**config.mk**
```make
export PLATFORM = sky130hd
export DESIGN_NAME = dfu_download_state_machine_top
export DESIGN_NICKNAME = d
export VERILOG_FILES = /design/src/rtl/core/dfu_pkg.sv /design/src/rtl/core/dfu_cfg.sv /design/src/rtl/core/dfu_core.sv /design/src/rtl/core/dfu_queue.sv /design/src/rtl/core/dfu_download_state_machine_top.sv
export SDC_FILE = /design/constraint.sdc
export NUM_CORES = 2
export LEC_CHECK = 0
export ABC_AREA = 1
export BUFFER_PORTS_ARGS = -buffer_cell sky130_fd_sc_hd__buf_4
export CORE_ASPECT_RATIO = 1.5
export CORE_UTILIZATION = 35
export DETAILED_ROUTE_END_ITERATION = 12
export REMOVE_ABC_BUFFERS = 1
export SLEW_MARGIN = 20
export SYNTH_ARGS = -nofsm -noshare
export SYNTH_HDL_FRONTEND = slang
export SYNTH_SLANG_ARGS = --single-unit
export TNS_END_PERCENT = 20
```
**constraint.sdc**
```tcl
create_clock -name clk -period 11.8 [get_ports clk]
set_input_delay 1.18 -clock clk [delete_from_list [all_inputs] [get_ports clk]]
set_output_delay 1.18 -clock clk [all_outputs]
set_load 0.05 [all_outputs]
```
**src/rtl/core/dfu_pkg.sv**
```systemverilog
`timescale 1ns / 1ps

package dfu_pkg;

  localparam int MAX_TRANSFER = 2048;
  localparam int SECTOR_COUNT = 12;
  localparam int QUEUE_DEPTH  = 4;
  localparam int MAX_RES      = 3;

  localparam int IN_DATA_W  = 80;
  localparam int OUT_DATA_W = 80;

  localparam logic [3:0] SEC_LAST = 4'(SECTOR_COUNT - 1);

  localparam logic [7:0] CMD_DNLOAD    = 8'd1;
  localparam logic [7:0] CMD_GETSTATUS = 8'd3;
  localparam logic [7:0] CMD_CLRSTATUS = 8'd4;
  localparam logic [7:0] CMD_GETSTATE  = 8'd5;
  localparam logic [7:0] CMD_ABORT     = 8'd6;

  localparam logic [6:0] REQ_TYPE_CLASS = 7'h21;
  localparam logic [7:0] CODE_SETADDR   = 8'h21;
  localparam logic [7:0] CODE_ERASE     = 8'h41;

  localparam logic [2:0] OP_NONE      = 3'd0;
  localparam logic [2:0] OP_UNPROTECT = 3'd1;
  localparam logic [2:0] OP_ERASE     = 3'd2;
  localparam logic [2:0] OP_PROGRAM   = 3'd3;
  localparam logic [2:0] OP_RESET     = 3'd4;

  localparam logic [1:0] CFG_APP_BASE   = 2'd0;
  localparam logic [1:0] CFG_BLOCK_SIZE = 2'd1;
  localparam logic [1:0] CFG_POLL       = 2'd2;

  localparam logic [31:0] APP_BASE_RST   = 32'h0800_4000;
  localparam logic [11:0] BLOCK_SIZE_RST = 12'd2048;
  localparam logic [23:0] POLL_RST       = 24'd70;

  typedef enum logic [3:0] {
    ST_IDLE     = 4'd2,
    ST_DN_SYNC  = 4'd3,
    ST_DN_BUSY  = 4'd4,
    ST_DN_IDLE  = 4'd5,
    ST_MAN_SYNC = 4'd6,
    ST_MAN      = 4'd7,
    ST_ERROR    = 4'd10
  } dfu_state_t;

  typedef struct packed {
    logic [31:0] first_word;
    logic [7:0]  first_byte;
    logic [11:0] payload_length;
    logic [15:0] block_num;
    logic [7:0]  request_type;
  } req_t;

  typedef struct packed {
    logic [9:0]  word_count;
    logic [3:0]  sector_index;
    logic [31:0] flash_address;
    logic [2:0]  flash_op;
    logic [3:0]  reply_state;
    logic [23:0] poll_timeout;
    logic        accepted;
  } res_data_t;

  typedef struct packed {
    logic      last;
    logic      kind;
    res_data_t data;
  } res_t;

  typedef struct packed {
    logic [31:0] app_base;
    logic [11:0] block_size;
    logic [23:0] poll_dflt;
  } cfg_t;

  function automatic logic [31:0] sec_base(input logic [3:0] idx);
    logic [31:0] b;
    unique case (idx)
      4'd0:    b = 32'h0800_0000;
      4'd1:    b = 32'h0800_4000;
      4'd2:    b = 32'h0800_8000;
      4'd3:    b = 32'h0800_C000;
      4'd4:    b = 32'h0801_0000;
      4'd5:    b = 32'h0802_0000;
      4'd6:    b = 32'h0804_0000;
      4'd7:    b = 32'h0806_0000;
      4'd8:    b = 32'h0808_0000;
      4'd9:    b = 32'h080A_0000;
      4'd10:   b = 32'h080C_0000;
      4'd11:   b = 32'h080E_0000;
      4'd12:   b = 32'h0810_0000;
      4'd13:   b = 32'h0812_0000;
      4'd14:   b = 32'h0814_0000;
      default: b = 32'h0816_0000;
    endcase
    return b;
  endfunction

  function automatic logic [23:0] sec_time(input logic [3:0] idx);
    logic [23:0] t;
    case (idx) inside
      4'd0, 4'd2, 4'd3: t = 24'd500;
      4'd1, 4'd4:       t = 24'd1000;
      default:          t = 24'd1500;
    endcase
    return t;
  endfunction

endpackage

```
**src/rtl/core/dfu_cfg.sv**
```systemverilog
`timescale 1ns / 1ps

module dfu_cfg (
  input  logic              clk,
  input  logic              rst_n,
  input  logic              cfg_valid,
  output logic              cfg_ready,
  input  logic [1:0]        cfg_index,
  input  logic [31:0]       cfg_data,
  output dfu_pkg::cfg_t     cfg,
  output logic [11:0]       bs_nxt
);
  import dfu_pkg::*;

  logic [31:0] app_base_r;
  logic [11:0] block_size_r;
  logic [23:0] poll_r;
  logic        wr;

  assign cfg_ready = 1'b1;
  assign wr        = cfg_valid && cfg_ready;

  always_ff @(posedge clk) begin
    if (!rst_n) begin
      app_base_r   <= APP_BASE_RST;
      block_size_r <= BLOCK_SIZE_RST;
      poll_r       <= POLL_RST;
    end else if (wr) begin
      unique case (cfg_index)
        CFG_APP_BASE:   app_base_r   <= cfg_data;
        CFG_BLOCK_SIZE: block_size_r <= cfg_data[11:0];
        CFG_POLL:       poll_r       <= cfg_data[23:0];
        default: ;
      endcase
    end
  end

  // block size as it will be after this edge, for the block offset product
  assign bs_nxt = (wr && cfg_index == CFG_BLOCK_SIZE) ? cfg_data[11:0] : block_size_r;

  assign cfg.app_base   = app_base_r;
  assign cfg.block_size = block_size_r;
  assign cfg.poll_dflt  = poll_r;

endmodule

```
**src/rtl/core/dfu_core.sv**
```systemverilog
`timescale 1ns / 1ps

module dfu_core (
  input  logic                              clk,
  input  logic                              rst_n,
  input  logic                              in_valid,
  output logic                              in_ready,
  input  logic [7:0]                        in_cmd,
  input  dfu_pkg::req_t                     in_req,
  input  dfu_pkg::cfg_t                     cfg,
  input  logic [11:0]                       bs_nxt,
  input  logic                              room,
  output logic                              push,
  output logic [1:0]                        push_n,
  output dfu_pkg::res_t [dfu_pkg::MAX_RES-1:0] push_res
);
  import dfu_pkg::*;

  logic        vld_r;
  logic [7:0]  cmd_r;
  req_t        req_r;
  logic        take;

  dfu_state_t  st_r, st_nxt;
  logic [3:0]  nsec_r, nsec_nxt;
  logic [15:0] lblk_r, lblk_nxt;
  logic [11:0] llen_r, llen_nxt;
  logic [7:0]  lcmd_r, lcmd_nxt;
  logic [31:0] larg_r, larg_nxt;
  logic [31:0] aptr_r, aptr_nxt;
  logic [31:0] prod_r;

  logic signed [16:0] blk_off;
  logic signed [12:0] bs_s;
  logic signed [29:0] prod_full;

  logic        rt_ok;
  logic [3:0]  cur_sec;
  logic        sec_hit;
  logic        erase0;
  logic [31:0] prg_base;
  logic        prg_ok;
  logic [10:0] wc_full;
  logic [9:0]  wc;

  logic        acc;
  dfu_state_t  rep_state;
  dfu_state_t  fl_state;
  logic [23:0] pt;
  logic        do_unp, do_ers, do_prg, do_rst;
  logic [2:0]  fl_op;
  logic [1:0]  n_flash;

  // input register
  assign take     = vld_r && room;
  assign in_ready = !vld_r || take;

  always_ff @(posedge clk) begin
    if (!rst_n) begin
      vld_r <= 1'b0;
    end else if (in_ready) begin
      vld_r <= in_valid;
    end
  end

  always_ff @(posedge clk) begin
    if (in_ready && in_valid) begin
      cmd_r <= in_cmd;
      req_r <= in_req;
    end
  end

  // (block - 2) * block_size kept in step with the latched block and config
  assign blk_off   = $signed({1'b0, lblk_nxt}) - 17'sd2;
  assign bs_s      = $signed({1'b0, bs_nxt});
  assign prod_full = blk_off * bs_s;

  always_ff @(posedge clk) begin
    prod_r <= {{2{prod_full[29]}}, prod_full};
  end

  assign rt_ok    = req_r.request_type[6:0] == REQ_TYPE_CLASS;
  assign cur_sec  = (nsec_r > SEC_LAST) ? SEC_LAST : nsec_r;
  assign sec_hit  = larg_r == sec_base(cur_sec);
  assign erase0   = (lblk_r == 16'd0) && (lcmd_r == CODE_ERASE);
  assign prg_base = aptr_r + prod_r;
  assign prg_ok   = prg_base >= cfg.app_base;
  assign wc_full  = 11'(({1'b0, llen_r} + 13'd3) >> 2);
  assign wc       = (wc_full > 11'd1023) ? 10'd1023 : wc_full[9:0];

  always_ff @(posedge clk) begin
    if (!rst_n) begin
      st_r   <= ST_IDLE;
      nsec_r <= 4'd1;
      lblk_r <= '0;
      llen_r <= '0;
      lcmd_r <= '0;
      larg_r <= '0;
      aptr_r <= '0;
    end else begin
      st_r   <= st_nxt;
      nsec_r <= nsec_nxt;
      lblk_r <= lblk_nxt;
      llen_r <= llen_nxt;
      lcmd_r <= lcmd_nxt;
      larg_r <= larg_nxt;
      aptr_r <= aptr_nxt;
    end
  end

  always_comb begin
    st_nxt    = st_r;
    nsec_nxt  = nsec_r;
    lblk_nxt  = lblk_r;
    llen_nxt  = llen_r;
    lcmd_nxt  = lcmd_r;
    larg_nxt  = larg_r;
    aptr_nxt  = aptr_r;
    acc       = 1'b0;
    rep_state = st_r;
    fl_state  = ST_DN_IDLE;
    pt        = '0;
    do_unp    = 1'b0;
    do_ers    = 1'b0;
    do_prg    = 1'b0;
    do_rst    = 1'b0;
    if (take && rt_ok) begin
      unique case (cmd_r)
        CMD_DNLOAD: begin
          acc = 1'b1;
          if (req_r.payload_length == 12'd0) begin
            st_nxt = ST_MAN_SYNC;
          end else begin
            lblk_nxt = req_r.block_num;
            llen_nxt = ({1'b0, req_r.payload_length} > 13'(MAX_TRANSFER)) ?
                       12'(MAX_TRANSFER) : req_r.payload_length;
            lcmd_nxt = req_r.first_byte;
            larg_nxt = req_r.first_word;
            st_nxt   = ST_DN_SYNC;
          end
          rep_state = st_nxt;
        end
        CMD_CLRSTATUS: begin
          acc = 1'b1;
          if (st_r == ST_ERROR) begin
            st_nxt = ST_IDLE;
          end
          rep_state = st_nxt;
        end
        CMD_ABORT: begin
          acc       = 1'b1;
          st_nxt    = ST_IDLE;
          rep_state = ST_IDLE;
        end
        CMD_GETSTATE: begin
          acc = 1'b1;
        end
        CMD_GETSTATUS: begin
          acc = 1'b1;
          if (st_r == ST_DN_SYNC) begin
            rep_state = ST_DN_BUSY;
            pt        = (erase0 && sec_hit) ? sec_time(cur_sec) : cfg.poll_dflt;
            st_nxt    = ST_DN_IDLE;
            if (lblk_r == 16'd0) begin
              if (lcmd_r == CODE_ERASE) begin
                do_unp = larg_r == cfg.app_base;
                do_ers = sec_hit && (larg_r >= cfg.app_base);
                if (do_ers && cur_sec < SEC_LAST) begin
                  nsec_nxt = cur_sec + 4'd1;
                end
              end
              // erase falls through into set address
              if (lcmd_r == CODE_ERASE || lcmd_r == CODE_SETADDR) begin
                aptr_nxt = larg_r;
              end
            end else begin
              do_prg = prg_ok;
            end
          end else if (st_r == ST_MAN_SYNC) begin
            rep_state = ST_MAN;
            fl_state  = ST_IDLE;
            do_rst    = 1'b1;
            st_nxt    = ST_IDLE;
            nsec_nxt  = 4'd1;
            lblk_nxt  = '0;
            llen_nxt  = '0;
            lcmd_nxt  = '0;
            larg_nxt  = '0;
            aptr_nxt  = '0;
          end
        end
        default: ;
      endcase
    end
  end

  // result words: reply, then up to two flash commands
  always_comb begin
    fl_op = do_unp ? OP_UNPROTECT :
            do_ers ? OP_ERASE :
            do_prg ? OP_PROGRAM :
            do_rst ? OP_RESET : OP_NONE;
    n_flash = 2'(do_unp) + 2'(do_ers) + 2'(do_prg) + 2'(do_rst);

    push_res = '0;

    push_res[0].kind              = 1'b0;
    push_res[0].data.accepted     = acc;
    push_res[0].data.poll_timeout = pt;
    push_res[0].data.reply_state  = rep_state;
    push_res[0].last              = n_flash == 2'd0;

    push_res[1].kind               = 1'b1;
    push_res[1].data.accepted      = 1'b1;
    push_res[1].data.reply_state   = fl_state;
    push_res[1].data.flash_op      = fl_op;
    push_res[1].data.flash_address = (fl_op == OP_PROGRAM) ? prg_base : '0;
    push_res[1].data.sector_index  = (fl_op == OP_ERASE) ? cur_sec : '0;
    push_res[1].data.word_count    = (fl_op == OP_PROGRAM) ? wc : '0;
    push_res[1].last               = n_flash == 2'd1;

    // second flash word only ever follows an unprotect
    push_res[2].kind              = 1'b1;
    push_res[2].data.accepted     = 1'b1;
    push_res[2].data.reply_state  = ST_DN_IDLE;
    push_res[2].data.flash_op     = OP_ERASE;
    push_res[2].data.sector_index = cur_sec;
    push_res[2].last              = 1'b1;
  end

  assign push   = take;
  assign push_n = 2'd1 + n_flash;

endmodule

```
**src/rtl/core/dfu_queue.sv**
```systemverilog
`timescale 1ns / 1ps

module dfu_queue (
  input  logic                                 clk,
  input  logic                                 rst_n,
  input  logic                                 push,
  input  logic [1:0]                           push_n,
  input  dfu_pkg::res_t [dfu_pkg::MAX_RES-1:0] push_res,
  output logic                                 room,
  output logic                                 out_valid,
  input  logic                                 out_ready,
  output dfu_pkg::res_t                        out_res
);
  import dfu_pkg::*;

  localparam int PTR_W = $clog2(QUEUE_DEPTH);
  localparam int CNT_W = $clog2(QUEUE_DEPTH + 1);

  res_t             mem [QUEUE_DEPTH];
  logic [PTR_W-1:0] wr_r, rd_r;
  logic [CNT_W-1:0] cnt_r, cnt_nxt;
  logic             pop;

  assign out_valid = cnt_r != '0;
  assign pop       = out_valid && out_ready;
  assign out_res   = mem[rd_r];

  // room for a full set of results once this cycle's word has left
  assign room = (cnt_r <= CNT_W'(QUEUE_DEPTH - MAX_RES)) ||
                (pop && cnt_r == CNT_W'(QUEUE_DEPTH - MAX_RES + 1));

  assign cnt_nxt = cnt_r - CNT_W'(pop) + (push ? CNT_W'(push_n) : '0);

  always_ff @(posedge clk) begin
    if (!rst_n) begin
      wr_r  <= '0;
      rd_r  <= '0;
      cnt_r <= '0;
    end else begin
      cnt_r <= cnt_nxt;
      if (push) begin
        wr_r <= wr_r + PTR_W'(push_n);
      end
      if (pop) begin
        rd_r <= rd_r + PTR_W'(1);
      end
    end
  end

  always_ff @(posedge clk) begin
    for (int j = 0; j < MAX_RES; j++) begin
      if (push && 2'(j) < push_n) begin
        mem[PTR_W'(wr_r + PTR_W'(j))] <= push_res[j];
      end
    end
  end

endmodule

```
**src/rtl/core/dfu_download_state_machine_top.sv**
```systemverilog
`timescale 1ns / 1ps

// DFU class request handler.
// in_*  : one word per setup request. in_tuser carries the request code,
//         in_tdata the request type, block number, length, first payload
//         byte and first payload word.
// out_* : one or more words per request. The first is always the reply to
//         the host (out_tuser = 0); a GETSTATUS that completes a download
//         block or the manifest phase adds up to two flash commands
//         (out_tuser = 1). out_tlast marks the last word of a request.
// cfg_* : register writes, always ready; write only while no request is
//         in flight.
// Flow:   a request waits in the input register until the queue has room;
//         words leave the queue one per cycle while out_tready is high.
// Throughput: one request per cycle while each gives a single word; the
//         four-entry result queue takes a request only when it can hold
//         three words, so output bandwidth of one word per cycle sets it.
// Reset: the DFU state returns to dfuIDLE, next sector to 1, latched
//         header and address pointer to zero, registers to defaults.
// A stalled receiver holds the head word; the queue and the input
//         register absorb the next request before in_tready drops.
module dfu_download_state_machine_top (
  input  logic        clk,
  input  logic        rst_n,
  input  logic        in_tvalid,
  output logic        in_tready,
  // request_type, block_num, payload_length, first_byte, first_word
  input  logic [dfu_pkg::IN_DATA_W-1:0] in_tdata,
  // cmd
  input  logic [7:0]  in_tuser,
  output logic        out_tvalid,
  input  logic        out_tready,
  // accepted, poll_timeout, reply_state, flash_op, flash_address,
  // sector_index, word_count
  output logic [dfu_pkg::OUT_DATA_W-1:0] out_tdata,
  // result_kind
  output logic        out_tuser,
  output logic        out_tlast,
  input  logic        cfg_valid,
  output logic        cfg_ready,
  input  logic [1:0]  cfg_index,
  input  logic [31:0] cfg_data
);
  import dfu_pkg::*;

  cfg_t                cfg;
  logic [11:0]         bs_nxt;
  req_t                req;
  logic                room;
  logic                push;
  logic [1:0]          push_n;
  res_t [MAX_RES-1:0]  push_res;
  res_t                head;

  assign req = req_t'(in_tdata[$bits(req_t)-1:0]);

  dfu_cfg u_cfg (
    .clk       (clk),
    .rst_n     (rst_n),
    .cfg_valid (cfg_valid),
    .cfg_ready (cfg_ready),
    .cfg_index (cfg_index),
    .cfg_data  (cfg_data),
    .cfg       (cfg),
    .bs_nxt    (bs_nxt)
  );

  dfu_core u_core (
    .clk      (clk),
    .rst_n    (rst_n),
    .in_valid (in_tvalid),
    .in_ready (in_tready),
    .in_cmd   (in_tuser),
    .in_req   (req),
    .cfg      (cfg),
    .bs_nxt   (bs_nxt),
    .room     (room),
    .push     (push),
    .push_n   (push_n),
    .push_res (push_res)
  );

  dfu_queue u_queue (
    .clk       (clk),
    .rst_n     (rst_n),
    .push      (push),
    .push_n    (push_n),
    .push_res  (push_res),
    .room      (room),
    .out_valid (out_tvalid),
    .out_ready (out_tready),
    .out_res   (head)
  );

  assign out_tdata = OUT_DATA_W'(head.data);
  assign out_tuser = head.kind;
  assign out_tlast = head.last;

endmodule

```
==> summary.md <==
| Metric | Value |
|---|---|
| Result of the run | complete, no violations |
| Part of the Yosys area used for sequential elements | 0.3766 |
| Number of non-filler instances in the completed layout | 6,068 |
| Synthesis-stage register bit count | 619 |
| Hold Startpoint | u_queue.mem[1][55] |
| FP Rows | 142 |
| Via count of the first global-routing pass | 30,530 |
| Category of the critical setup timing path | reg -> reg |
| Final Slew Violations | 0 |
| Dominant register cell in the synthesized netlist | sky130_fd_sc_hd__dfxtp_1 |
| Total congestion overflow after global routing | 0 |
| Count of unique library cells instantiated by Yosys | 56 |
| Reg-to-Reg Start | u_core.aptr_r[0] |
| Post-detail-place hpwl | 86,390 µm |
| Setup crit start | u_core.aptr_r[0] |
| Total Negative Setup Slacks | 0 ps |
| Core ar. | 0.1002 mm² |
| Largest fanout on the critical path | 38 |
| Die width | 262.2 µm |
| Area growth from synthesis to layout | 13.81% |
| Slowest stage cell, crit path | sky130_fd_sc_hd__nor2_4 |
| Inserted Clock Buffers | 59 |
| Fill cells | 10,530 |
| Max rail drop VDD | 297.1 µV |
| DRC | 0 |
| Placed cell count | 5,958 |
| Total number of clock tree sinks | 619 |
| Finish-stage setup viols | 0 |
| Reg2Reg Depth | 38 |
| RSZ-0062 raised after global routing | false |
| Iteration count of the initial detailed-routing pass | 5 |
| Setup Buffers After CTS | 0 |
| Final layout net count | 5,220 |
| Clock period minus final worst setup slack | 8673 ps |
| Vias after detailed routing | 30,920 |
| Maximum clock frequency | 0.1153 GHz |
| Die Y | 392.3 µm |
| Stage delay of the slowest cell on the critical path | 700 ps |
| Leakage power of the design | 17.95 nW |
| Slew headroom | 0.2398 |
| Fin. Hold Viols | 0 |
| IO Port Bufs | 203 |
| Critical Path End | u_queue.mem[0][12] |
| Top library cells by usage in the layout, fill and taps aside | sky130_fd_sc_hd__nand2_1, sky130_fd_sc_hd__nor2_1, sky130_fd_sc_hd__inv_1, sky130_fd_sc_hd__dfxtp_1, sky130_fd_sc_hd__o21ai_0 |
| Clock transition time at the flip-flop clock pins of the worst setup and hold paths | 70 ps |
| Hold-fix buffers, CTS | 0 |
| Post-route clock period utilization | 0.7350 |
| Endpoint type of the worst setup path | register |
| Initial antenna violation count | 0 |
| Die Outline Area | 0.1028 mm² |
| Starting density of the core | 0.3546 |
| Global-route wire length before repair | 178,100 µm |
| Max Clock Skew | 44.63 ps |
| Number of antenna repair diodes | 0 |
| Yosys warning count | 0 |
| Antenna violation net count after detailed routing | 0 |
| Launching element type of the critical path | register |
| RePlAce Congestion | 0.9716 |
| I/O pin count | 212 |
| P per Cell Area | 244.3 mW/mm² |
| Req. time, crit path | 12,370 ps |
| Via density per instance | 5.096 |
| Data arrival time of the worst path | 9240 ps |
| Kind of path behind the tightest hold check | reg -> reg |
| Top cell by count, worst path | sky130_fd_sc_hd__nand2_1 |
| Total number of H-tree levels | 2 |
| CTS tree | built |
| FFs w/ async S/R, synth | 0 |
| Number of enable-type register cells in the synthesized netlist | 99 |
| FF-to-FF setup slack | 3130 ps |
| Violation count after the first detailed-routing iteration | 2,151 |
| Average size of a mapped cell | 7.724 µm² |
| Total wirelength of the detailed-routed design | 116,200 µm |
| Global router's overall resource usage | 0.2257 |
| Maximum number of pins on one net before global-route repair | 94 |
| Clock insertion delay at the later pin of the skew report | 660 ps |
| Summed instance area of the synthesized netlist | 0.03554 mm² |
| Reg-to-reg critical path endpoint | u_queue.mem[0][12] |
| Number of instances resized during post-cts repair | 0 |
| Cells after synthesis | 4,601 |
| Buffer cell driving the clock tree root | sky130_fd_sc_hd__clkbuf_16 |
| Transition at the pin with the smallest max-transition slack | 1136 ps |
| Max capacitance violation total | 0 |
| Clk buf depth | 3 |
| Routed WL per cell | 19.14 µm |
| Share of final-layout standard cells stronger than drive strength 1 | 0.09514 |
| Most common library cell in the layout ignoring fill and taps | sky130_fd_sc_hd__nand2_1 |
-- registers in the layout, summed over array words and instances (netlist names), 8 cells and up, named ones only --
signal              count
u_cfg.block_size_r     12
u_cfg.app_base_r       32
u_cfg.poll_r           24
u_core.larg_r          32
u_core.llen_r          12
u_core.req_r           75
u_queue.mem           320
u_core.lblk_r          16
u_core.prod_r          30
u_core.cmd_r            8
u_core.lcmd_r           8
u_core.aptr_r          32
-- cell families after synthesis --
family	after synthesis	synth area share
simple gates	1878	0.2171
compound gates	909	0.1384
buf+inv	764	0.08246
flops	619	0.3766
fa+ha+maj	370	0.1706
xor+xnor	57	0.01405
other cells	2	0.0002113
mux	2	0.0005633
-- layer usage --
metal	up-vias	routed length, µm	global-route usage
li1	15120	-	-
met1	14730	45710	0.2606
met2	812	59940	0.4142
met3	258	4660	0.01837
met4	0	5834	0.1081
met5	-	0	0
-- synthesized netlist by cell type (3+ instances only) --
library cell | number | area share
sky130_fd_sc_hd__buf_1 | 7 | 0.00074
sky130_fd_sc_hd__buf_2 | 14 | 0.0020
sky130_fd_sc_hd__buf_4 | 4 | 0.00085
sky130_fd_sc_hd__dfxtp_1 | 520 | 0.29
sky130_fd_sc_hd__nor2_1 | 560 | 0.059
sky130_fd_sc_hd__and2_1 | 3 | 0.00053
sky130_fd_sc_hd__o21ai_0 | 436 | 0.061
sky130_fd_sc_hd__or2_2 | 3 | 0.00053
sky130_fd_sc_hd__nand2_2 | 7 | 0.0012
sky130_fd_sc_hd__nand4_1 | 37 | 0.0065
sky130_fd_sc_hd__xnor2_1 | 18 | 0.0044
sky130_fd_sc_hd__nor2_4 | 5 | 0.0016
sky130_fd_sc_hd__o21bai_1 | 7 | 0.0015
sky130_fd_sc_hd__a21oi_2 | 3 | 0.00074
sky130_fd_sc_hd__nor3_1 | 16 | 0.0023
sky130_fd_sc_hd__inv_1 | 541 | 0.057
sky130_fd_sc_hd__nor4_1 | 6 | 0.0011
sky130_fd_sc_hd__nand3_1 | 236 | 0.033
sky130_fd_sc_hd__buf_6 | 4 | 0.0013
sky130_fd_sc_hd__o221ai_1 | 3 | 0.00074
sky130_fd_sc_hd__o22ai_1 | 78 | 0.014
sky130_fd_sc_hd__nand3b_1 | 5 | 0.0011
sky130_fd_sc_hd__a211oi_1 | 44 | 0.0093
sky130_fd_sc_hd__o21a_1 | 9 | 0.0019
sky130_fd_sc_hd__nand2_1 | 959 | 0.10
sky130_fd_sc_hd__inv_2 | 24 | 0.0025
sky130_fd_sc_hd__clkinv_1 | 8 | 0.00085
sky130_fd_sc_hd__clkbuf_1 | 162 | 0.017
sky130_fd_sc_hd__edfxtp_1 | 99 | 0.084
sky130_fd_sc_hd__ha_1 | 179 | 0.063
sky130_fd_sc_hd__a22oi_1 | 5 | 0.0011
sky130_fd_sc_hd__o211ai_1 | 4 | 0.00085
sky130_fd_sc_hd__a21boi_0 | 3 | 0.00063
sky130_fd_sc_hd__a21o_1 | 5 | 0.0011
sky130_fd_sc_hd__xor2_1 | 39 | 0.0096
sky130_fd_sc_hd__fa_1 | 191 | 0.11
sky130_fd_sc_hd__a21oi_1 | 264 | 0.037
sky130_fd_sc_hd__o21ai_1 | 35 | 0.0049
sky130_fd_sc_hd__nor2_2 | 31 | 0.0055
-- worst min-delay path by stage --
stage,end,depth (start not counted)
floorplan,u_queue.mem[1][59],2
global placement,u_queue.mem[1][38],2
detailed placement,u_queue.mem[1][43],2
CTS,u_queue.mem[1][55],2
global route,u_queue.mem[2][33],2
finish,u_queue.mem[1][55],2
-- power breakdown --
part	internal, W	switching [W]
combinational	0.00182	0.00358
clock	0.00119	0.000868
sequential	0.00234	0.0000729
total	0.00536	0.00452
-- area by class of cell --
type / count / area (µm²) / area share
inverter: 573 / 2157 / 0.05333
sequential: 619 / 13390 / 0.3310
tap: 1296 / 1622 / 0.04009
clock inverter: 28 / 367.9 / 0.009095
timing repair buffer: 251 / 1884 / 0.04659
multi-input combinational: 3219 / 19280 / 0.4767
clock buffer: 82 / 1747 / 0.04319
-- stage by stage --
step | util | power (W) | setup WS, ps | hold WS, ps | area [µm²]
global route | 0.4036 | 0.01065 | 2602 | 464.2 | 40450
floorplan | - | 0.006281 | 3770 | 420.8 | 34760
detailed placement | 0.3825 | 0.007877 | 2599 | 433.7 | 38330
CTS | 0.4036 | 0.009951 | 3229 | 450.6 | 40450
finish | 0.4036 | 0.009882 | 3127 | 448.6 | 40450
global placement | 0.3825 | 0.007879 | 2572 | 430.9 | 38330
-- critical path: cells and delay by family (launching register included) --
family / cells / cell delay [ps]
AOI/OAI and AO/OA: 1 / 100
buffers and inverters: 9 / 1930
adders and majority gates: 6 / 1830
DFF: 1 / 330
and+or+nand+nor: 20 / 3600
xor gates and xnor gates: 2 / 740
(Power assumes the default switching activity.)
